## config.mk

```make
export PLATFORM = sky130hd
export DESIGN_NAME = rms_normalize_top_flat
export DESIGN_NICKNAME = d
export VERILOG_FILES = /design/src/hw/rtl/rmsn_pkg.sv /design/src/hw/rtl/rmsn_if.sv /design/src/hw/rtl/rms_normalize_top.sv /design/src/hw/rtl/rmsn_div.sv /design/src/flat_wrapper.sv
export SDC_FILE = /design/constraint.sdc
export NUM_CORES = 2
export LEC_CHECK = 0
export ABC_AREA = 1
export BUFFER_PORTS_ARGS = -buffer_cell sky130_fd_sc_hd__clkbuf_2
export CORE_MARGIN = 5
export CORE_UTILIZATION = 45
export DETAILED_ROUTE_END_ITERATION = 12
export SLEW_MARGIN = 0
export SYNTH_ARGS = -nofsm -noshare
export SYNTH_HDL_FRONTEND = slang
export SYNTH_SLANG_ARGS = --single-unit
```

## constraint.sdc

```tcl
create_clock -name clk -period 11.9 [get_ports clk]
set_input_delay 0 -clock clk [delete_from_list [all_inputs] [get_ports clk]]
set_output_delay 0 -clock clk [all_outputs]
set_load 0.05 [all_outputs]
```

## src/hw/rtl/rmsn_pkg.sv

```systemverilog
// shared types and constants of the rms normalization block
package rmsn_pkg;
	localparam int SUM_W = 44;
	localparam logic [SUM_W-1:0] SUM_MAX = {SUM_W{1'b1}};
	localparam logic [31:0] ONE_Q24 = 32'h0100_0000;
	localparam logic [31:0] SEED_LOW = 32'd912680550;
	localparam logic [31:0] SEED_HIGH = 32'd644245094;
	localparam logic [32:0] THREE_Q30 = 33'h0_C000_0000;
	localparam logic [0:0] REG_LENGTH = 1'b0;
	localparam logic [0:0] REG_EPSILON = 1'b1;

	typedef struct packed {
		logic [15:0] normalized;
		logic        saturated;
	} out_word_t;

	typedef struct packed {
		logic        mode;
		logic [15:0] sample;
		logic [15:0] weight;
		logic        final_element;
	} in_word_t;
endpackage

```

## src/hw/rtl/rmsn_if.sv

```systemverilog
// valid/ready channel interfaces
interface rmsn_in_if;
	import rmsn_pkg::*;
	logic     valid;
	logic     ready;
	in_word_t data;
	modport source (output valid, output data, input ready);
	modport sink (input valid, input data, output ready);
endinterface

interface rmsn_out_if;
	import rmsn_pkg::*;
	logic      valid;
	logic      ready;
	out_word_t data;
	modport source (output valid, output data, input ready);
	modport sink (input valid, input data, output ready);
endinterface

interface rmsn_cfg_if;
	logic        valid;
	logic        ready;
	logic [0:0]  index;
	logic [15:0] wdata;
	modport source (output valid, output index, output wdata, input ready);
	modport sink (input valid, input index, input wdata, output ready);
endinterface

```

## src/hw/rtl/rms_normalize_top.sv

```systemverilog
// top level of the rms normalization block
// accumulate word: accept, square, add; apply word: accept, two passes of the
// shared 33x33 multiplier, rounding into the output register, which waits on
// out_ch.ready; a final accumulate word adds the divider, normalize, the N1, N2 and N3
// multiplier passes of each newton step, and scaling
// reset clears the sum, sets the scale to one, length 1, epsilon 1
module rms_normalize_top import rmsn_pkg::*; #(
	parameter int MAX_LENGTH = 4096,
	parameter int NEWTON_STEPS = 4
) (
	input logic          clk,
	input logic          arst_n,
	rmsn_in_if.sink      in_ch,
	rmsn_out_if.source   out_ch,
	rmsn_cfg_if.sink     cfg
);
	typedef enum logic [11:0] {
		S_IDLE  = 12'b000000000001,
		S_SQ    = 12'b000000000010,
		S_ACC   = 12'b000000000100,
		S_DIV   = 12'b000000001000,
		S_NORM  = 12'b000000010000,
		S_N1    = 12'b000000100000,
		S_N2    = 12'b000001000000,
		S_N3    = 12'b000010000000,
		S_FIN   = 12'b000100000000,
		S_A1    = 12'b001000000000,
		S_A2    = 12'b010000000000,
		S_A3    = 12'b100000000000
	} state_t;

	state_t state_q;
	logic [SUM_W-1:0] sum_q;
	logic [31:0] scale_q;
	logic [12:0] len_q;
	logic [15:0] eps_q;
	in_word_t    item_q;
	logic [63:0] prod_q;
	logic [31:0] y_q;
	logic [31:0] a_q;
	logic [5:0]  s_q;
	logic [3:0]  step_q;
	logic        fin_flag_q;
	out_word_t   out_q;
	logic        out_valid_q;

	// shared multiplier: one 33x33 signed product per pass
	logic [32:0] mul_a, mul_b;
	logic [63:0] mul_p;
	logic signed [65:0] mul_full;
	assign mul_full = $signed(mul_a) * $signed(mul_b);
	assign mul_p = mul_full[63:0];

	// effective divisor, clamp to [1, MAX_LENGTH]
	logic [12:0] len_eff;
	always_comb begin
		if (len_q == '0) len_eff = 13'd1;
		else if (32'(len_q) > MAX_LENGTH) len_eff = 13'(MAX_LENGTH);
		else len_eff = len_q;
	end

	// square added to the sum, saturating at the top
	logic [SUM_W:0]   sum_add;
	logic [SUM_W-1:0] sum_next;
	assign sum_add = {1'b0, sum_q} + {1'b0, 12'b0, prod_q[31:0]};
	assign sum_next = sum_add[SUM_W] ? SUM_MAX : sum_add[SUM_W-1:0];

	// divider starts on the sum that includes the final square
	logic             div_start, div_done;
	logic [SUM_W-1:0] div_quo;
	rmsn_div u_div (
		.clk(clk), .arst_n(arst_n), .start(div_start), .dividend(sum_next),
		.divisor(len_eff), .done(div_done), .quotient(div_quo)
	);
	assign div_start = state_q == S_ACC && fin_flag_q;

	// mean square and normalize shift
	logic [SUM_W:0] mean;
	logic [5:0] msb;
	logic [5:0] s_even;
	logic [31:0] a_norm;
	assign mean = {1'b0, div_quo} + {{(SUM_W-15){1'b0}}, eps_q};
	always_comb begin
		msb = '0;
		for (int i = 0; i <= SUM_W; i++) if (mean[i]) msb = 6'(i);
	end
	assign s_even = {msb[5:1], 1'b0};
	always_comb begin
		logic [76:0] wide;
		wide = {32'b0, mean};
		if (s_even <= 6'd30) a_norm = 32'(wide << (6'd30 - s_even));
		else a_norm = 32'(wide >> (s_even - 6'd30));
	end

	// newton difference
	logic [32:0] t_val;
	logic [32:0] d_val;
	assign t_val = prod_q[62:30];
	assign d_val = (t_val < THREE_Q30) ? THREE_Q30 - t_val : 33'd0;

	// final scaling of y
	logic [31:0] scale_new;
	logic [4:0]  h;
	always_comb begin
		logic [38:0] up;
		logic [4:0]  sh;
		logic [32:0] rnd;
		h = s_q[5:1];
		up = {7'b0, y_q} << (5'd6 - h);
		sh = h - 5'd6;
		rnd = 33'(y_q) + (33'd1 << (sh - 5'd1));
		if (h <= 5'd6) scale_new = (|up[38:32]) ? 32'hFFFF_FFFF : up[31:0];
		else scale_new = 32'(rnd >> sh);
	end

	// apply rounding of the Q28.36 product
	logic signed [63:0] q_val;
	logic signed [27:0] r_val;
	out_word_t res;
	assign q_val = $signed(prod_q) + 64'sh8_0000_0000;
	assign r_val = 28'(q_val >>> 36);
	always_comb begin
		if (r_val > 28'sd32767) res = '{16'h7FFF, 1'b1};
		else if (r_val < -28'sd32768) res = '{16'h8000, 1'b1};
		else res = '{r_val[15:0], 1'b0};
	end

	// multiplier operand selection by state
	// apply: sample times weight first (fits 33 bits), then times the scale
	always_comb begin
		mul_a = '0;
		mul_b = '0;
		unique case (state_q)
			S_SQ: begin
				mul_a = 33'(signed'(item_q.sample));
				mul_b = 33'(signed'(item_q.sample));
			end
			S_N1: begin mul_a = {1'b0, y_q}; mul_b = {1'b0, y_q}; end
			S_N2: begin mul_a = {1'b0, prod_q[61:30]}; mul_b = {1'b0, a_q}; end
			S_N3: begin mul_a = {1'b0, y_q}; mul_b = d_val; end
			S_A1: begin
				mul_a = 33'(signed'(item_q.sample));
				mul_b = 33'(signed'(item_q.weight));
			end
			S_A2: begin
				mul_a = prod_q[32:0];
				mul_b = {1'b0, scale_q};
			end
			default: ;
		endcase
	end

	logic in_acc;
	logic out_load;
	assign in_ch.ready = state_q == S_IDLE;
	assign in_acc = in_ch.valid && in_ch.ready;
	assign cfg.ready = 1'b1;
	assign out_ch.valid = out_valid_q;
	assign out_ch.data = out_q;
	// result register takes a new word when empty or being drained
	assign out_load = state_q == S_A3 && (!out_valid_q || out_ch.ready);

	always_ff @(posedge clk or negedge arst_n) begin
		if (!arst_n) begin
			state_q     <= S_IDLE;
			sum_q       <= '0;
			scale_q     <= ONE_Q24;
			len_q       <= 13'd1;
			eps_q       <= 16'd1;
			out_valid_q <= 1'b0;
			fin_flag_q  <= 1'b0;
			step_q      <= '0;
		end else begin
			if (cfg.valid) begin
				if (cfg.index == REG_LENGTH) len_q <= cfg.wdata[12:0];
				else eps_q <= cfg.wdata;
			end
			if (out_load) out_valid_q <= 1'b1;
			else if (out_ch.ready) out_valid_q <= 1'b0;
			unique case (state_q)
				S_IDLE: if (in_acc) begin
					fin_flag_q <= in_ch.data.final_element;
					state_q <= in_ch.data.mode ? S_A1 : S_SQ;
				end
				S_SQ: state_q <= S_ACC;
				S_ACC: begin
					sum_q <= sum_next;
					state_q <= fin_flag_q ? S_DIV : S_IDLE;
				end
				S_DIV: if (div_done) state_q <= S_NORM;
				S_NORM: begin
					sum_q <= '0;
					step_q <= '0;
					if (mean == '0) begin
						scale_q <= 32'hFFFF_FFFF;
						state_q <= S_IDLE;
					end else state_q <= S_N1;
				end
				S_N1: state_q <= S_N2;
				S_N2: state_q <= S_N3;
				S_N3: begin
					step_q <= step_q + 4'd1;
					state_q <= (step_q == 4'(NEWTON_STEPS - 1)) ? S_FIN : S_N1;
				end
				S_FIN: begin
					scale_q <= scale_new;
					state_q <= S_IDLE;
				end
				S_A1: state_q <= S_A2;
				S_A2: state_q <= S_A3;
				S_A3: if (out_load) state_q <= S_IDLE;
				default: state_q <= S_IDLE;
			endcase
		end
	end

	// datapath registers
	always_ff @(posedge clk) begin
		if (in_acc) item_q <= in_ch.data;
		unique case (state_q)
			S_SQ, S_N1, S_N2, S_A1, S_A2: prod_q <= mul_p;
			S_NORM: begin
				a_q <= a_norm;
				s_q <= s_even;
				y_q <= (a_norm < 32'h8000_0000) ? SEED_LOW : SEED_HIGH;
			end
			S_N3: y_q <= mul_p[62:31];
			S_A3: if (out_load) out_q <= res;
			default: ;
		endcase
	end

	// no input taken while the divider runs for a scale computation
	assert property (@(posedge clk) disable iff (!arst_n)
		(state_q == S_DIV) |-> !in_ch.ready) else $error("ready during divide");
	// a result follows only from an apply word
	assert property (@(posedge clk) disable iff (!arst_n)
		$rose(out_valid_q) |-> $past(state_q) == S_A3) else $error("stray result");
	// the sum is cleared after each scale computation
	assert property (@(posedge clk) disable iff (!arst_n)
		(state_q == S_NORM) |=> sum_q == '0) else $error("sum not cleared");
endmodule

```

## src/hw/rtl/rmsn_div.sv

```systemverilog
// restoring divider, one quotient bit per cycle
module rmsn_div import rmsn_pkg::*; (
	input  logic             clk,
	input  logic             arst_n,
	input  logic             start,
	input  logic [SUM_W-1:0] dividend,
	input  logic [12:0]      divisor,
	output logic             done,
	output logic [SUM_W-1:0] quotient
);
	logic [SUM_W-1:0] quo_q;
	logic [13:0]      rem_q;
	logic [5:0]       cnt_q;
	logic             busy_q;
	logic [14:0]      trial;

	assign trial = {rem_q, quo_q[SUM_W-1]} - {2'b0, divisor};

	always_ff @(posedge clk or negedge arst_n) begin
		if (!arst_n) begin
			busy_q <= 1'b0;
			cnt_q  <= '0;
		end else if (start) begin
			busy_q <= 1'b1;
			cnt_q  <= '0;
		end else if (busy_q) begin
			cnt_q <= cnt_q + 6'd1;
			if (cnt_q == 6'(SUM_W - 1)) busy_q <= 1'b0;
		end
	end

	always_ff @(posedge clk) begin
		if (start) begin
			quo_q <= dividend;
			rem_q <= '0;
		end else if (busy_q) begin
			if (!trial[14]) begin
				rem_q <= trial[13:0];
				quo_q <= {quo_q[SUM_W-2:0], 1'b1};
			end else begin
				rem_q <= {rem_q[12:0], quo_q[SUM_W-1]};
				quo_q <= {quo_q[SUM_W-2:0], 1'b0};
			end
		end
	end

	assign done = busy_q && cnt_q == 6'(SUM_W - 1);
	assign quotient = quo_q;
endmodule
```

## src/flat_wrapper.sv

```systemverilog
// flat-port wrapper written by rule: the top's interface ports become plain ports
module rms_normalize_top_flat import rmsn_pkg::*;
#(
	parameter int MAX_LENGTH = 4096,
	parameter int NEWTON_STEPS = 4
)
  (clk, arst_n, in_ch_valid, in_ch_data, in_ch_ready, out_ch_valid, out_ch_data, out_ch_ready, cfg_valid, cfg_index, cfg_wdata, cfg_ready);
  rmsn_in_if in_ch_i ();
  rmsn_out_if out_ch_i ();
  rmsn_cfg_if cfg_i ();
  input logic clk;
  input logic arst_n;
  input wire logic [$bits(in_ch_i.valid)-1:0] in_ch_valid;
  input wire logic [$bits(in_ch_i.data)-1:0] in_ch_data;
  output wire logic [$bits(in_ch_i.ready)-1:0] in_ch_ready;
  output wire logic [$bits(out_ch_i.valid)-1:0] out_ch_valid;
  output wire logic [$bits(out_ch_i.data)-1:0] out_ch_data;
  input wire logic [$bits(out_ch_i.ready)-1:0] out_ch_ready;
  input wire logic [$bits(cfg_i.valid)-1:0] cfg_valid;
  input wire logic [$bits(cfg_i.index)-1:0] cfg_index;
  input wire logic [$bits(cfg_i.wdata)-1:0] cfg_wdata;
  output wire logic [$bits(cfg_i.ready)-1:0] cfg_ready;
  assign in_ch_i.valid = in_ch_valid;
  assign in_ch_i.data = in_ch_data;
  assign in_ch_ready = in_ch_i.ready;
  assign out_ch_valid = out_ch_i.valid;
  assign out_ch_data = out_ch_i.data;
  assign out_ch_i.ready = out_ch_ready;
  assign cfg_i.valid = cfg_valid;
  assign cfg_i.index = cfg_index;
  assign cfg_i.wdata = cfg_wdata;
  assign cfg_ready = cfg_i.ready;
  rms_normalize_top #(.MAX_LENGTH(MAX_LENGTH), .NEWTON_STEPS(NEWTON_STEPS)) u_core (.clk(clk), .arst_n(arst_n), .in_ch(in_ch_i), .out_ch(out_ch_i), .cfg(cfg_i));
endmodule
```

==> metrics.md <==
| Metric | Value |
|---|---|
| Final period utilization | 95.7% |
| Row count | 140 |
| Pre-CTS WS | -0.215 ns |
| CTS Sinks | 370 |
| Residual DRC count | 0 |
| Min cycle time layout | 11.39 ns |
| Largest family of logic cells by synthesized area | adder cells |
| Vias | 58,135 |
| PortBufs | 74 |
| Slowest cell delay on critical path | 0.59 ns |
| Status | finished, final reports clean |
| Mux cell area share after synthesis | 0.537% |
| Root buf cell | clkbuf_16 |
| VDD IR max | 0.126 mV |
| Starting Density | 45.3% |
| Layout cell share with drive strength beyond 1 | 6.79% |
| Critical path's most frequent cell | fa_1 |
| Drt initial violations | 6,336 |
| Seq/Total Area, Yosys | 15.7% |
| Final Max Slew Viols | 0 |
| Max clock buf depth | 3 |
| Area share of and/or/nand/nor cells after synthesis | 20.1% |
| Core Region | 146,000 µm² |
| Synth top area share | 34.3% |
| Drt pass-1 iters | 7 |
| Yosys warns | 0 |
| Gr ovfl total | 0 |
| Setup Skew | 0.0411 ns |
| Final hold violation count | 0 |
| Leak | 33.1 nW |
| Total negative slack | 0 ns |
| Final core utilization | 49.2% |
| All-Layer GR Usage | 33.6% |
| Final Power | 0.00773 W |
| Max FO, Critical Path | 23 |
| PD cells | 108 nW/µm² |
| Area after DPL | 69,500 µm² |
| Die Wd | 393 µm |
| Nets | 9,887 |
| Pin count of the biggest net entering global routing | 82 |
| First-pass GRT wire length | 382 mm |
| Max Clk Rate | 87.8 MHz |
| Syn avg cell area | 7.93 µm² |
| Synth Area in Adders | 40.4% |
| Final ANT Viol Nets | 0 |
| Vias in the first global route | 57,930 |
| Setup Crit Path Kind | flip-flop to flip-flop |
| Crit-path slowest cell | fa_1 |
| WL final | 259 mm |
| Depth of the CTS H-tree | 2 |
| Synth Area in XOR/XNOR | 2.65% |
| Final Cell Area | 71,700 µm² |
| Top_reg_cell synth | edfxtp_1 |
| Mapped Area | 65,900 µm² |
| Die Area | 154,000 µm² |
| I/O Pins | 76 |
| Area contributors post-synth | fa_1, nand2_1, edfxtp_1, inv_1, ha_1 |
| Final setup fails | 0 |
| CTS tree | built |
| Syn nets | 9,816 |
| Worst hold path type | input pin to asynchronous set/reset pin |
| Crit end category | flip-flop |
| Critical Path Start Type | flip-flop |
| Tightest Pin Transition | 1.15 ns |
| Gp weighted congestion | 1.05 |
| DR WL/cell | 25.1 µm |
| Clock Pin Slew Worst Setup and Hold Paths | 0.07 ns |
| Synth Area in Compound Gates | 8.98% |
| Synth Register Bits | 370 |
| CTS Buf Count | 41 |
| Worst path arrival time | 11.72 ns |
| Via-to-Cell Ratio | 5.62 |
| Cell taking the most area after synthesis | fa_1 |
| P&R area growth vs syn | 8.72% |
| Antenna violations before repair | 6 |
| Mapped Cells | 8,310 |
| Ys async rst share | 35.1% |
| Max_cap viols | 0 |
| Distinct cell type count after synthesis | 80 |
| Slew margin rel. | 23.1% |
| Clock Latency Late Sink | 0.63 ns |
| Critical path data required time | 12.23 ns |
| Post-synth EDFFs | 226 |
| Worst setup margin | 0.509 ns |
| Detail Placement HPWL | 211 mm |
| Vert. Die Dim | 393 µm |
==> path summary, 6_finish.rpt <==
kind | to | cells past startpoint | startpoint | slack (ns)
min in group clk | u_core.item_q[31] | 2 | in_ch_data[31] | 0.10
min | u_core.sum_q[8] | 2 | arst_n | 0.004
max in group asynchronous | u_core.scale_q[14] | 3 | arst_n | 10.56
max | u_core.y_q[25] | 51 | u_core.prod_q[30] | 0.51
min reg2reg | u_core.eps_q[8] | 2 | u_core.eps_q[8] | 0.49
max reg2reg | u_core.y_q[25] | 51 | u_core.prod_q[30] | 0.51
==> cells by family (layout without fill, tap and decap cells) <==
kind of cell | Yosys count | after routing
adder cells (fa/ha/maj) | 1450 | 1450
flip-flops | 370 | 370
AO/OA/AOI/OAI | 1007 | 1007
AND/OR/NAND/NOR | 3236 | 3236
XOR/XNOR | 197 | 197
buffers and inverters | 2014 | 2118
multiplexers | 35 | 35
other | 1 | 7
==> metrics by stage <==
stage / hold slack, ns / std cells
after global placement: 0.108 / 10194
final: 0.00390 / 10337
after CTS: 0.0187 / 10326
after detailed placement: 0.116 / 10194
after global routing: 0.0801 / 10331
after floorplan: -0.296 / 8310
==> Yosys cell counts, types with 7 or more instances <==
| master | n |
|---|---|
| dfxtp_1 | 14 |
| o31ai_1 | 7 |
| edfxtp_1 | 226 |
| a21o_1 | 9 |
| ha_1 | 321 |
| mux2i_1 | 32 |
| a211oi_1 | 16 |
| nor2_2 | 7 |
| xnor2_1 | 67 |
| fa_1 | 1129 |
| buf_1 | 25 |
| nor4_1 | 17 |
| nand3_1 | 324 |
| a221oi_1 | 42 |
| o21bai_1 | 14 |
| nand4_1 | 50 |
| o211ai_1 | 43 |
| buf_4 | 9 |
| o21ai_0 | 427 |
| or2_2 | 42 |
| nor2_4 | 7 |
| a21boi_0 | 12 |
| clkbuf_1 | 237 |
| nand2_1 | 2126 |
| a21oi_1 | 252 |
| inv_2 | 18 |
| xor2_1 | 128 |
| o21a_1 | 38 |
| a32o_1 | 8 |
| o22ai_1 | 25 |
| and2_1 | 9 |
| a22oi_1 | 8 |
| buf_2 | 81 |
| nand2_2 | 20 |
| nor2_1 | 552 |
| o221ai_1 | 11 |
| nor3_1 | 52 |
| a31oi_1 | 34 |
| clkinv_1 | 19 |
| inv_1 | 1620 |
| a22o_1 | 9 |
| dfrtp_1 | 126 |
| o21ai_1 | 25 |
==> worst max-delay path: cells and delay by family, from the launching register on <==
| kind | cells | cell delay [ns] |
|---|---|---|
| AOI/OAI and AO/OA | 13 | 2.21 |
| adders and majority gates | 9 | 4.53 |
| buffers and inverters | 13 | 1.61 |
| and+or+nand+nor | 16 | 2.19 |
| DFF | 1 | 0.48 |
==> cell type report <==
type / count / area [µm²]
fillers: 14394 / 73900
multi-input cells: 5926 / 48200
flip-flops and latches: 370 / 10300
inverters: 1659 / 6240
repair buffers: 383 / 3140
well taps: 1917 / 2400
clock buffers: 49 / 1060
clock inverters: 27 / 348
diodes: 6 / 15.0
==> layer usage <==
layer / vias to the layer above / part of all wire, % / global-route usage (%)
li1: 25675 / - / -
met1: 28885 / 42 / 48.1
met2: 3033 / 42 / 48.9
met3: 534 / 12 / 9.58
met4: 8 / 4.4 / 11.2
met5: - / 0.13 / 1.56
==> what timing repair did <==
item	in CTS	in global routing
pin swaps	0	2
hold buffers	53	0
setup endpoints to repair	7	35
gates resized for setup	5	30
cloned	0	2
setup buffers	3	3
hold endpoints to repair	145	0
==> cell usage in the layout, fill, tap and decap left out, types with 24 or more instances in the layout <==
cell type         n
nand2_1        2124
inv_1          1618
fa_1           1129
nor2_1          545
o21ai_0         424
nand3_1         324
ha_1            321
a21oi_1         246
buf_4           227
edfxtp_1        226
xor2_1          126
dfrtp_1         126
clkbuf_2         73
xnor2_1          66
dlygate4sd3_1    53
nor3_1           50
nand4_1          50
o211ai_1         43
clkbuf_16        43
a221oi_1         42
or2_2            42
o21a_1           38
a31oi_1          34
mux2i_1          32
o22ai_1          25
clkinv_1         24
==> power breakdown <==
part,switching (W),internal (W)
clock,0.000609,0.000780
sequential,0.000244,0.00167
combinational,0.00311,0.00130
==> state kept, by name, summed over array words and instances, names as in the netlist, 14 cells and up <==
register,count
u_core.a_q,32
u_core.eps_q,16
u_core.item_q,32
u_core.out_ch.data,17
u_core.prod_q,64
u_core.scale_q,32
u_core.sum_q,44
u_core.u_div.quotient,44
u_core.u_div.rem_q,14
u_core.y_q,32
Note: power is estimated with default switching activity, not from simulation.
